==> config.mk <==
export PLATFORM = sky130hd
export DESIGN_NAME = debounced_lamp_servo_presser
export DESIGN_NICKNAME = d
export VERILOG_FILES = /design/src/dlsp_pkg.sv /design/src/dlsp_lane.sv /design/src/dlsp_merge.sv /design/src/debounced_lamp_servo_presser.sv
export SDC_FILE = /design/constraint.sdc
export NUM_CORES = 1
export LEC_CHECK = 0
export BUFFER_PORTS_ARGS = -buffer_cell sky130_fd_sc_hd__buf_2
export CAP_MARGIN = 20
export CORE_AREA = 2 2 189 191
export CTS_CLUSTER_DIAMETER = 40
export DETAILED_ROUTE_END_ITERATION = 8
export DIE_AREA = 0 0 191 193
export PLACE_DENSITY_LB_ADDON = 0.05
export SETUP_SLACK_MARGIN = 0.2
export SYNTH_ARGS = -nofsm -noshare
export SYNTH_HDL_FRONTEND = slang
export SYNTH_SLANG_ARGS = --single-unit
==> constraint.sdc <==
create_clock -name aclk -period 8.3 [get_ports aclk]
set_input_delay 1.66 -clock aclk [delete_from_list [all_inputs] [get_ports aclk]]
set_output_delay 1.66 -clock aclk [all_outputs]
set_load 0.01 [all_outputs]
==> src/dlsp_pkg.sv <==
// Shared types, constants and helpers of the debounced lamp servo presser.
package dlsp_pkg;

    localparam int CHANNELS = 2;

    localparam int CNT_W = 16;
    localparam int ANG_W = 8;
    localparam int PER_W = 17;
    localparam int CFG_IDX_W = 3;
    localparam int CFG_DATA_W = 16;

    localparam logic OP_TICK = 1'b0;
    localparam logic OP_COMMAND = 1'b1;

    localparam logic [CFG_IDX_W-1:0] REG_DEBOUNCE_TICKS = 3'd0;
    localparam logic [CFG_IDX_W-1:0] REG_SERVO_PERIOD_TICKS = 3'd1;
    localparam logic [CFG_IDX_W-1:0] REG_STEP_DEGREES = 3'd2;
    localparam logic [CFG_IDX_W-1:0] REG_IDLE_TICKS = 3'd3;
    localparam logic [CFG_IDX_W-1:0] REG_REST_ANGLE_A = 3'd4;
    localparam logic [CFG_IDX_W-1:0] REG_REST_ANGLE_B = 3'd5;
    localparam logic [CFG_IDX_W-1:0] REG_PRESS_ANGLE_A = 3'd6;
    localparam logic [CFG_IDX_W-1:0] REG_PRESS_ANGLE_B = 3'd7;

    localparam logic [CNT_W-1:0] DEBOUNCE_RST = 16'd50;
    localparam logic [CNT_W-1:0] PERIOD_RST = 16'd50;
    localparam logic [ANG_W-1:0] STEP_RST = 8'd5;
    localparam logic [CNT_W-1:0] IDLE_RST = 16'd5000;
    localparam logic [ANG_W-1:0] REST_A_RST = 8'd180;
    localparam logic [ANG_W-1:0] REST_B_RST = 8'd0;
    localparam logic [ANG_W-1:0] PRESS_A_RST = 8'd65;
    localparam logic [ANG_W-1:0] PRESS_B_RST = 8'd115;

    localparam logic [ANG_W-1:0] ANGLE_MAX = 8'd180;

    typedef struct packed {
        logic [CNT_W-1:0] debounce_ticks;
        logic [ANG_W-1:0] step_degrees;
        logic [ANG_W-1:0] rest_angle;
        logic [ANG_W-1:0] press_angle;
    } lane_cfg_t;

    // what a lane found on the current tick
    typedef struct packed {
        logic settle;
        logic move;
    } lane_flags_t;

    // shared decisions fed back to every lane
    typedef struct packed {
        logic pass;
        logic idle_clr;
    } pass_ctl_t;

    function automatic logic [ANG_W-1:0] cap_angle(input logic [ANG_W-1:0] a);
        cap_angle = (a > ANGLE_MAX) ? ANGLE_MAX : a;
    endfunction

endpackage

==> src/dlsp_lane.sv <==
// One channel: sensor debounce, wanted level and servo stepping.
module dlsp_lane (
    input  logic                          aclk,
    input  logic                          aresetn,
    input  logic                          item_fire,
    input  logic                          item_is_cmd,
    input  logic                          cmd_hit,
    input  logic                          cmd_on,
    input  logic                          raw_level,
    input  logic                          lane_on,
    input  logic [dlsp_pkg::ANG_W-1:0]    angle_rst,
    input  dlsp_pkg::lane_cfg_t           cfg,
    input  dlsp_pkg::pass_ctl_t           ctl,
    output dlsp_pkg::lane_flags_t         flags,
    output logic                          lamp,
    output logic [dlsp_pkg::ANG_W-1:0]    angle,
    output logic                          driven
);

    logic                        settled_reg, settled_next;
    logic                        cand_reg, cand_next;
    logic                        running_reg, running_next;
    logic [dlsp_pkg::CNT_W-1:0]  count_reg, count_next;
    logic                        ready_reg, ready_next;
    logic                        wanted_reg, wanted_next;
    logic [dlsp_pkg::ANG_W-1:0]  angle_reg, angle_next;
    logic                        driven_reg, driven_next;

    logic                        tick;
    logic                        settle_now;
    logic                        move_now;
    logic [dlsp_pkg::ANG_W-1:0]  target;
    logic [dlsp_pkg::ANG_W+1:0]  up_sum;
    logic [dlsp_pkg::ANG_W+1:0]  down_floor;
    logic [dlsp_pkg::ANG_W-1:0]  stepped;

    assign tick = item_fire && (item_is_cmd == dlsp_pkg::OP_TICK) && lane_on;

    always_comb begin
        settled_next = settled_reg;
        cand_next    = cand_reg;
        running_next = running_reg;
        count_next   = count_reg;
        ready_next   = ready_reg;
        wanted_next  = wanted_reg;
        settle_now   = 1'b0;

        if (tick) begin
            if ((raw_level != cand_reg) || (!ready_reg && !running_reg)) begin
                cand_next    = raw_level;
                running_next = 1'b1;
                count_next   = '0;
            end else if (running_reg) begin
                if (count_reg >= cfg.debounce_ticks) begin
                    settled_next = cand_reg;
                    if (!ready_reg) begin
                        wanted_next = cand_reg;
                        ready_next  = 1'b1;
                    end
                    running_next = 1'b0;
                    settle_now   = 1'b1;
                end else begin
                    count_next = count_reg + 1'b1;
                end
            end
        end

        if (item_fire && (item_is_cmd == dlsp_pkg::OP_COMMAND) && cmd_hit && lane_on) begin
            wanted_next = cmd_on;
        end
    end

    // step toward the target, never past it
    always_comb begin
        target = dlsp_pkg::cap_angle((settled_next == wanted_next) ? cfg.rest_angle
                                                                   : cfg.press_angle);
        up_sum     = {2'b00, angle_reg} + {2'b00, cfg.step_degrees};
        down_floor = {2'b00, target} + {2'b00, cfg.step_degrees};
        if (target > angle_reg) begin
            stepped = (up_sum > {2'b00, target}) ? target : up_sum[dlsp_pkg::ANG_W-1:0];
        end else begin
            stepped = ({2'b00, angle_reg} < down_floor) ? target
                                                        : angle_reg - cfg.step_degrees;
        end
        move_now = tick && ready_next && (stepped != angle_reg);
    end

    assign flags = '{settle: settle_now, move: move_now};

    always_comb begin
        angle_next  = angle_reg;
        driven_next = driven_reg;
        if (tick && ctl.pass && move_now) begin
            angle_next  = stepped;
            driven_next = 1'b1;
        end else if (tick && ctl.idle_clr) begin
            driven_next = 1'b0;
        end
    end

    always_ff @(posedge aclk) begin
        if (!aresetn) begin
            settled_reg <= 1'b0;
            cand_reg    <= 1'b0;
            running_reg <= 1'b0;
            count_reg   <= '0;
            ready_reg   <= 1'b0;
            wanted_reg  <= 1'b0;
            angle_reg   <= angle_rst;
            driven_reg  <= 1'b1;
        end else begin
            settled_reg <= settled_next;
            cand_reg    <= cand_next;
            running_reg <= running_next;
            count_reg   <= count_next;
            ready_reg   <= ready_next;
            wanted_reg  <= wanted_next;
            angle_reg   <= angle_next;
            driven_reg  <= driven_next;
        end
    end

    assign lamp   = settled_reg;
    assign angle  = angle_reg;
    assign driven = driven_reg;

endmodule

==> src/dlsp_merge.sv <==
// Shared period and idle counters; merges lane flags into pass decisions.
module dlsp_merge (
    input  logic                                   aclk,
    input  logic                                   aresetn,
    input  logic                                   tick_fire,
    input  dlsp_pkg::lane_flags_t                  flags [dlsp_pkg::CHANNELS],
    input  logic [dlsp_pkg::CNT_W-1:0]             servo_period_ticks,
    input  logic [dlsp_pkg::CNT_W-1:0]             idle_ticks,
    output dlsp_pkg::pass_ctl_t                    ctl
);

    logic [dlsp_pkg::PER_W-1:0] period_reg, period_next;
    logic [dlsp_pkg::PER_W-1:0] still_reg, still_next;
    logic [dlsp_pkg::PER_W-1:0] period_inc, still_inc;
    logic                       any_settle, any_move;
    logic                       pass_now, idle_now;

    always_comb begin
        any_settle = 1'b0;
        any_move   = 1'b0;
        for (int c = 0; c < dlsp_pkg::CHANNELS; c++) begin
            any_settle = any_settle | flags[c].settle;
            any_move   = any_move | flags[c].move;
        end
    end

    // counters saturate at all ones
    assign period_inc = (&period_reg) ? period_reg : period_reg + 1'b1;
    assign still_inc  = (&still_reg) ? still_reg : still_reg + 1'b1;

    assign idle_now = still_inc > {1'b0, idle_ticks};
    assign pass_now = any_settle || (period_inc > {1'b0, servo_period_ticks});
    assign ctl      = '{pass: pass_now, idle_clr: idle_now};

    always_comb begin
        period_next = period_reg;
        still_next  = still_reg;
        if (tick_fire) begin
            period_next = pass_now ? '0 : period_inc;
            still_next  = (pass_now && any_move) ? '0 : still_inc;
        end
    end

    always_ff @(posedge aclk) begin
        if (!aresetn) begin
            period_reg <= '0;
            still_reg  <= '0;
        end else begin
            period_reg <= period_next;
            still_reg  <= still_next;
        end
    end

endmodule

==> src/debounced_lamp_servo_presser.sv <==
// Latency: a result word is valid the cycle after its input word is accepted.
// Throughput: one word per cycle while no result word is held back; each lane's state update is registered.
// Lane state registers double as the output register; a new word is taken while
// the pending result is taken in the same cycle.
// Reset (aresetn low, synchronous): registers to defaults, servos at rest, driven.
module debounced_lamp_servo_presser (
    input  logic                                aclk,
    input  logic                                aresetn,
    input  logic                                s_valid,
    output logic                                s_ready,
    input  logic                                s_operation,
    input  logic                                s_sensor_level_a,
    input  logic                                s_sensor_level_b,
    input  logic                                s_command_channel,
    input  logic                                s_command_on,
    output logic                                m_valid,
    input  logic                                m_ready,
    output logic                                m_lamp_a,
    output logic                                m_lamp_b,
    output logic [dlsp_pkg::ANG_W-1:0]          m_angle_a,
    output logic [dlsp_pkg::ANG_W-1:0]          m_angle_b,
    output logic                                m_drive_enable_a,
    output logic                                m_drive_enable_b,
    output logic                                m_settled_on_a,
    output logic                                m_settled_on_b,
    input  logic                                cfg_valid,
    output logic                                cfg_ready,
    input  logic [dlsp_pkg::CFG_IDX_W-1:0]      cfg_index,
    input  logic [dlsp_pkg::CFG_DATA_W-1:0]     cfg_data
);

    logic [dlsp_pkg::CNT_W-1:0] debounce_reg, period_cfg_reg, idle_reg;
    logic [dlsp_pkg::ANG_W-1:0] step_reg;
    logic [dlsp_pkg::ANG_W-1:0] rest_reg  [2];
    logic [dlsp_pkg::ANG_W-1:0] press_reg [2];
    logic                       m_valid_reg, m_valid_next;

    logic                       accept;
    logic                       cfg_we;
    dlsp_pkg::lane_cfg_t        lane_cfg   [2];
    dlsp_pkg::lane_flags_t      lane_flags [2];
    dlsp_pkg::lane_flags_t      merge_flags [dlsp_pkg::CHANNELS];
    dlsp_pkg::pass_ctl_t        ctl;
    logic                       raw   [2];
    logic                       lamp  [2];
    logic [dlsp_pkg::ANG_W-1:0] angle [2];
    logic                       driven [2];
    logic [dlsp_pkg::ANG_W-1:0] angle_rst [2];

    assign cfg_ready = 1'b1;
    assign cfg_we    = cfg_valid && cfg_ready;

    always_ff @(posedge aclk) begin
        if (!aresetn) begin
            debounce_reg   <= dlsp_pkg::DEBOUNCE_RST;
            period_cfg_reg <= dlsp_pkg::PERIOD_RST;
            step_reg       <= dlsp_pkg::STEP_RST;
            idle_reg       <= dlsp_pkg::IDLE_RST;
            rest_reg[0]    <= dlsp_pkg::REST_A_RST;
            rest_reg[1]    <= dlsp_pkg::REST_B_RST;
            press_reg[0]   <= dlsp_pkg::PRESS_A_RST;
            press_reg[1]   <= dlsp_pkg::PRESS_B_RST;
        end else if (cfg_we) begin
            case (cfg_index)
                dlsp_pkg::REG_DEBOUNCE_TICKS:     debounce_reg   <= cfg_data;
                dlsp_pkg::REG_SERVO_PERIOD_TICKS: period_cfg_reg <= cfg_data;
                dlsp_pkg::REG_STEP_DEGREES:       step_reg       <= cfg_data[7:0];
                dlsp_pkg::REG_IDLE_TICKS:         idle_reg       <= cfg_data;
                dlsp_pkg::REG_REST_ANGLE_A:       rest_reg[0]    <= cfg_data[7:0];
                dlsp_pkg::REG_REST_ANGLE_B:       rest_reg[1]    <= cfg_data[7:0];
                dlsp_pkg::REG_PRESS_ANGLE_A:      press_reg[0]   <= cfg_data[7:0];
                dlsp_pkg::REG_PRESS_ANGLE_B:      press_reg[1]   <= cfg_data[7:0];
                default: ;
            endcase
        end
    end

    assign s_ready = !m_valid_reg || m_ready;
    assign accept  = s_valid && s_ready;

    always_comb begin
        m_valid_next = m_valid_reg;
        if (accept) begin
            m_valid_next = 1'b1;
        end else if (m_ready) begin
            m_valid_next = 1'b0;
        end
    end

    always_ff @(posedge aclk) begin
        if (!aresetn) begin
            m_valid_reg <= 1'b0;
        end else begin
            m_valid_reg <= m_valid_next;
        end
    end

    assign raw[0]       = s_sensor_level_a;
    assign raw[1]       = s_sensor_level_b;
    assign angle_rst[0] = dlsp_pkg::REST_A_RST;
    assign angle_rst[1] = dlsp_pkg::REST_B_RST;

    for (genvar c = 0; c < 2; c++) begin : g_lane
        assign lane_cfg[c].debounce_ticks = debounce_reg;
        assign lane_cfg[c].step_degrees   = step_reg;
        assign lane_cfg[c].rest_angle     = rest_reg[c];
        assign lane_cfg[c].press_angle    = press_reg[c];

        dlsp_lane u_lane (
            .aclk        (aclk),
            .aresetn     (aresetn),
            .item_fire   (accept),
            .item_is_cmd (s_operation),
            .cmd_hit     (s_command_channel == 1'(c)),
            .cmd_on      (s_command_on),
            .raw_level   (raw[c]),
            .lane_on     (c < dlsp_pkg::CHANNELS),
            .angle_rst   (angle_rst[c]),
            .cfg         (lane_cfg[c]),
            .ctl         (ctl),
            .flags       (lane_flags[c]),
            .lamp        (lamp[c]),
            .angle       (angle[c]),
            .driven      (driven[c])
        );
    end

    for (genvar c = 0; c < dlsp_pkg::CHANNELS; c++) begin : g_flags
        assign merge_flags[c] = lane_flags[c];
    end

    dlsp_merge u_merge (
        .aclk               (aclk),
        .aresetn            (aresetn),
        .tick_fire          (accept && (s_operation == dlsp_pkg::OP_TICK)),
        .flags              (merge_flags),
        .servo_period_ticks (period_cfg_reg),
        .idle_ticks         (idle_reg),
        .ctl                (ctl)
    );

    assign m_valid          = m_valid_reg;
    assign m_lamp_a         = lamp[0];
    assign m_lamp_b         = lamp[1];
    assign m_angle_a        = angle[0];
    assign m_angle_b        = angle[1];
    assign m_drive_enable_a = driven[0];
    assign m_drive_enable_b = driven[1];
    assign m_settled_on_a   = lamp[0];
    assign m_settled_on_b   = lamp[1];

endmodule

[Yosys cells after proc, flatten, opt, wreduce, memory -nomap -nowiden]
Memory sizes are Yosys's and may differ from the RTL's.
Cells that the tools add are included.
Cells by class
  add/sub/neg operators: 10
  order comparisons: 12
  eq/ne operators: 15
  muxes and demuxes: 85
  bitwise operators: 9
  reductions and logical operators: 41
Operators with widths (number)
  $mux 8: 14
  $mux 16: 6
  $mux 17: 4
  $mux 1: 61
  $add 8x8->9: 4
  $add 17x1->17 const B: 2
  $gt 17x16->1: 2
  $reduce_and 17->1: 2
  $add 16x1->16 const B: 2
  $ge 16x16->1: 2
  $gt 10x8->1: 2
  $lt 8x10->1: 2
  $gt 8x8->1: 2
  $gt 8x8->1 const B: 2
  $logic_and 1x1->1: 16
  $ne 8x8->1: 2
  $sub 8x8->8: 2
  $eq 3x3->1 const B: 4
  $reduce_and 2->1: 6
  $eq 3x2->1 const B: 2
  $or 1x1->1: 6
  $reduce_and 3->1: 2
  $reduce_bool 2->1: 3
  $logic_not 1->1: 5
  other kinds (8): 17
Word-level totals
  flip-flop bits (word level): 151
  RAM bits: 32
  output and inout bits: 25
  memories: 2
Memory list
  press_reg: depth 2, width 8, rd ports 2, clocked after Yosys merged registers in 0, wr ports 2, line debounced_lamp_servo_presser.sv:35  | logic [dlsp_pkg::ANG_W-1:0] press_reg [2];
  rest_reg: depth 2, width 8, rd ports 2, clocked after Yosys merged registers in 0, wr ports 2, line debounced_lamp_servo_presser.sv:34  | logic [dlsp_pkg::ANG_W-1:0] rest_reg [2];

[Longest topological paths before layout]
  depth after elaboration: 19
  depth in mapped cells: 32

[Hierarchy]
From an unflattened synthesis, not the netlist that was laid out.
Second synthesis, totals
  cell total of the unflattened synthesis: 1766
  area, all modules: 14971.9 um2
Modules (own cells, without submodules)
  dlsp_lane (g_lane[0].u_lane): instances 1, cells each 519, area each 4063.9 um2, sequential area each 680.7 um2
  dlsp_lane (g_lane[1].u_lane): instances 1, cells each 495, area each 3907.5 um2, sequential area each 680.7 um2
  debounced_lamp_servo_presser: instances 1, cells each 298, area each 3525.9 um2, sequential area each 2102.0 um2
  dlsp_merge: instances 1, cells each 454, area each 3474.6 um2, sequential area each 680.7 um2

[Worst setup path after synthesis]
Ideal clock, no wire load.
  path kind: input-to-reg
  start point: in m_ready
  end point: reg g_lane[1].u_lane.angle_reg (netlist bit g_lane[1].u_lane.angle[2])
  setup time: 119 ps
  arrival: 7026 ps
  path slack: 1155 ps
  cell stages on the path: 30
  buffers on the path: 2
  cells stage by stage: nor2b_1 -> buf_6 -> inv_2 -> and4_1 -> o32a_1 -> nand2b_1 -> nor2_2 -> nor2_1 -> a31oi_1 -> inv_1 -> ha_1 -> a21o_1 -> a21oi_1 -> o21bai_1 -> a21oi_1 -> o21bai_1 -> a21oi_1 -> xor2_1 -> ha_1 -> o21a_1 -> nor2_1 -> a2111oi_2 -> and2_1 -> clkbuf_1 -> a221oi_1 -> a21o_1 -> a221o_1 -> a211oi_4 -> a31oi_4 -> o221a_2
Between the ends
  word-level cells in the longest chain between the ends: 16
RTL lines
  from (decl): line debounced_lamp_servo_presser.sv:17  | input logic m_ready,
  $logic_or 1x1->1 (*): line debounced_lamp_servo_presser.sv:78  | assign s_ready = !m_valid_reg || m_ready;
  named net s_ready: line debounced_lamp_servo_presser.sv:10  | output logic s_ready,
  $logic_and 1x1->1 (*): line debounced_lamp_servo_presser.sv:79  | assign accept = s_valid && s_ready;
  $logic_and 1x1->1, on equally long branches: line dlsp_lane.sv:37, dlsp_lane.sv:68
  $mux 1 or $logic_and 1x1->1 (tied branches): line dlsp_lane.sv:48, dlsp_lane.sv:68
  $mux 1: line dlsp_lane.sv:68  | if (item_fire && (item_is_cmd == dlsp_pkg::OP_COMMAND) && cmd_hit && lane_on) begin
  $eq 1x1->1: line dlsp_lane.sv:75  | target = dlsp_pkg::cap_angle((settled_next == wanted_next) ? cfg.rest_angle
  $mux 8: line dlsp_lane.sv:75
  $gt 8x8->1: line dlsp_pkg.sv:55  | cap_angle = (a > ANGLE_MAX) ? ANGLE_MAX : a;
  $mux 8: line dlsp_pkg.sv:55
  $add 8x8->9: line dlsp_lane.sv:78  | down_floor = {2'b00, target} + {2'b00, cfg.step_degrees};
  $lt 8x10->1: line dlsp_lane.sv:82  | stepped = ({2'b00, angle_reg} < down_floor) ? target
  $mux 8: line dlsp_lane.sv:82
  $mux 8: line dlsp_lane.sv:79  | if (target > angle_reg) begin
  $ne 8x8->1: line dlsp_lane.sv:85  | move_now = tick && ready_next && (stepped != angle_reg);
  $logic_and 1x1->1: line dlsp_lane.sv:85
  $logic_and 1x1->1: line dlsp_lane.sv:93  | if (tick && ctl.pass && move_now) begin
  to (signal assigned): line dlsp_lane.sv:109  | angle_reg <= angle_rst;
  to (signal assigned): line dlsp_lane.sv:118  | angle_reg <= angle_next;
  to (decl): line dlsp_lane.sv:26  | logic [dlsp_pkg::ANG_W-1:0] angle_reg, angle_next;
Mark *: on every way through the listed nets, which the timed path passes. The rest lies on a longest branch.
A chain may end at the register's enable or synchronous reset.

[Final worst setup path]
  start point: in s_command_channel
  end point: reg u_merge.still_reg[12] in the netlist's numbering
Between the ends
  word-level cells in the longest chain between the ends: 16
RTL lines
  from (decl): line debounced_lamp_servo_presser.sv:14  | input logic s_command_channel,
  $not 1->1: line debounced_lamp_servo_presser.sv:114  | .cmd_hit (s_command_channel == 1'(c)),
  $logic_and 1x1->1: line dlsp_lane.sv:68
  $mux 1: line dlsp_lane.sv:68
  $eq 1x1->1: line dlsp_lane.sv:75
  $mux 8: line dlsp_lane.sv:75
  $gt 8x8->1: line dlsp_pkg.sv:55
  $mux 8: line dlsp_pkg.sv:55
  $add 8x8->9: line dlsp_lane.sv:78
  $lt 8x10->1: line dlsp_lane.sv:82
  $mux 8: line dlsp_lane.sv:82
  $mux 8: line dlsp_lane.sv:79
  $ne 8x8->1: line dlsp_lane.sv:85
  $logic_and 1x1->1: line dlsp_lane.sv:85
  $or 1x1->1 (*): line dlsp_merge.sv:23  | any_move = any_move | flags[c].move;
  $logic_and 1x1->1 (*): line dlsp_merge.sv:40  | still_next = (pass_now && any_move) ? '0 : still_inc;
  $mux 17 (*): line dlsp_merge.sv:40
  to (signal assigned): line dlsp_merge.sv:50  | still_reg <= still_next;
  to (decl): line dlsp_merge.sv:13  | logic [dlsp_pkg::PER_W-1:0] still_reg, still_next;
Every way passes the cells marked *; elsewhere a longest branch is shown, timed or not.

==> reports/metrics.cfg <==
[synth]
synth_edf_count=32
synth_cells=1686
synth_commonest_cells=nand2_1 (223), ha_1 (160), dfxtp_1 (151), nor2_1 (130), a21oi_1 (129)
synth_ff_type=dfxtp_1
netlist_area_um2=13830
synth_compound_area_share_pct=18.56
yosysTopAreaCellShare_pct=21.85
synth_cell_types=91
async_flop_share_pct=0
synthAdderAreaFrac_pct=15.34
synth_xor_area_share_pct=7.906
synth-seq-cells=183
synth_nets=1881
synth.largest_area_cell=dfxtp_1
synthSimpleGateAreaFrac_pct=21.76
synth_mux_area_share_pct=2.162
synth_most_common_cell=nand2_1
synthTopCellsByArea=dfxtp_1 (22%), ha_1 (14%), edfxtp_1 (6.9%)
synth.avg_cell_area_um2=8.204
ys_warn_count=0
synth_top_family_by_area=simple AND/OR/NAND/NOR gates
ys_seq_area_share_pct=28.80

[sta]
drv_slew=0
setup_violations=0
max_freq_mhz=135.9
rsz0062_at_grt=no
finClkSkew_ps=13.09
fin_ws_ps=941.0
tightest_slew_ps=988.0
fin_crit_sh_pct=88.66
hold_viol=0
slew_headroom_pct=34.13
fin_crit_ps=7359
tns_ps=0

[clocking]
post-cts-setup-buffers=0
htreeDepth=4
ctsHoldBuffers=0
cts_buffers=17
clk_transition_reported_paths_ps=70
cts-root-buf=clkbuf_16
postCtsResizedCells=0
clock_latency_ps=440
clock_sinks=183
cts.path.max_buffers=2
cts_tree=built

[route]
drt_wl_total_mm=40.89
firstDrtPassIters=5
num_vias=11990
drc_errors=0
wl_per_cell_um=18.58
vias_per_cell=5.449
drtIter0Drc=613
ant_nets=0

[critical_path]
worstSetupStartpointType=input port
cp_max_fo=17
critPathKind=input port to flop
setup.worst_path.end_class=flop
r2r_start=g_lane[1].u_lane.count_reg[0]
r2r_slack_ps=1030
arrival_ps=7710
r2r_cells=27
worstPathRequired_ps=8660
timing.rr.end=g_lane[1].u_lane.driven

[hold_path]
hold-path-endpoint=idle_reg[13]
hold_class=flop to flop
hold_path.startpoint=idle_reg[13]
holdPathStages=2

[pwr]
power_switching_mw=0.7051
power_frac_comb_pct=20.6
p_seq_share_pct=42.3
power.static_leakage_nw=6.449
cellPowerDensity_nw_per_um2=146.1
ir_drop_mv=0.1312
clkPwrFrac_pct=37.2
internal_power_mw=1.524
switching_share_pct=31.63

[cells_and_area]
largest_reg_flops=32
stdcell_area_um2=15260
area_growth_pct=10.32
nNetsFinal=1919
final_cells=2200
fillCellCount=3609
drive_above_1_share_pct=9.557

[floorplan]
die_w_um=191
die_y_um=193
initial_core_util_pct=39.56
fp.dieArea_um2=36860
row_count=69
core_um2=34960
ios=54

[global_route]
grtUsageTotal_pct=22.56
grt_max_degree=85
first_global_vias=11680
overflow=0
antenna_found_initial=2
grt_first_pass_wirelength_mm=64.60

[placed_design]
dp.cells=2161
portBuffers=52
placed_area_um2=14580
dpl.hpwl_mm=31.11
pre_cts_ws_ps=328.3
routabilityCongestion=0.9256

[run]
maxCapViolCount=0

[status]
status=completed

## critical path: stages
cell	delay [ps]
buf_2	130
nand2b_1	200
o31a_1	290
a211oi_4	430
mux2_2	380
mux2i_1	420
ha_1	370
a21oi_1	330
o21bai_1	100
a21oi_1	230
o21bai_1	90
a21oi_1	170
xor2_1	160
ha_1	180
nor3_1	50
o21ai_0	70
a41oi_1	70
or3_1	440
mux2i_2	420
mux2i_1	310
xnor2_1	110
nor4b_2	300
a31o_2	290
nand2_4	190
nor4_2	290
## layout make-up
type | instances | area, um2 | area share [%]
multi-input combinational | 1315 | 9106 | 59.68
sequential | 183 | 3984 | 26.11
tap | 461 | 576.8 | 3.780
timing repair buffer | 80 | 509.2 | 3.337
inverter | 127 | 476.7 | 3.124
clock buffer | 18 | 450.4 | 2.952
clock inverter | 14 | 151.4 | 0.9921
antenna | 2 | 5.005 | 0.03280
## power groups by stage
stage	Clock (mW)	Combinational (mW)	Sequential (mW)
detailed placement	0	0.454	0.963
floorplan	0	0.327	0.955
finish	0.829	0.459	0.942
CTS	0.853	0.457	0.942
global placement	0	0.455	0.963
global route	0.884	0.514	0.945
## kinds of logic after synthesis
logic type                 count (synthesis)
muxes                                     28
buffers and inverters                    188
xor gates and xnor gates                 124
AOI/OAI and AO/OA                        377
DFF                                      183
adders and majority gates                166
and+or+nand+nor                          619
other                                      1
## how the worst max path moves through the flow
stage                       from                   endpoint
2_1_floorplan            m_ready  g_lane[1].u_lane.angle[2]
3_3_place_gp             m_ready  g_lane[1].u_lane.angle[2]
3_5_place_dp             m_ready       u_merge.still_reg[1]
4_1_cts                  m_ready       u_merge.still_reg[1]
5_1_grt                  m_ready      u_merge.still_reg[12]
6_report       s_command_channel      u_merge.still_reg[12]
## cell usage in the layout (no fill, tap or decap), drive strengths merged, types with 57 or more instances in the layout
cell type | netlist | layout
nand2 | 225 | 225
nor2 | 134 | 134
xor2 | 57 | 57
buf | 17 | 80
nand3 | 58 | 58
ha | 160 | 160
a21oi | 129 | 129
xnor2 | 67 | 67
dfxtp | 151 | 151
inv | 127 | 135
## routing by layer
metal / routed length (um) / vias to the layer above / GRT usage (%)
li1: - / 6022 / -
met1: 18920 / 5653 / 29.42
met2: 19320 / 242 / 38.50
met3: 1508 / 70 / 3.005
met4: 1140 / 0 / 7.513
met5: 0 / - / 0
## metrics by stage
stage | power [mW] | hold WS, ps | utilization (%)
after detailed placement | 1.416 | 438.6 | 41.69
after CTS | 2.253 | 458.4 | 43.41
after global placement | 1.418 | 430.3 | 41.67
after global routing | 2.342 | 476.9 | 43.63
final | 2.230 | 456.6 | 43.64
after floorplan | 1.281 | 436.3 | -
Power figures use the tool's default switching activity.
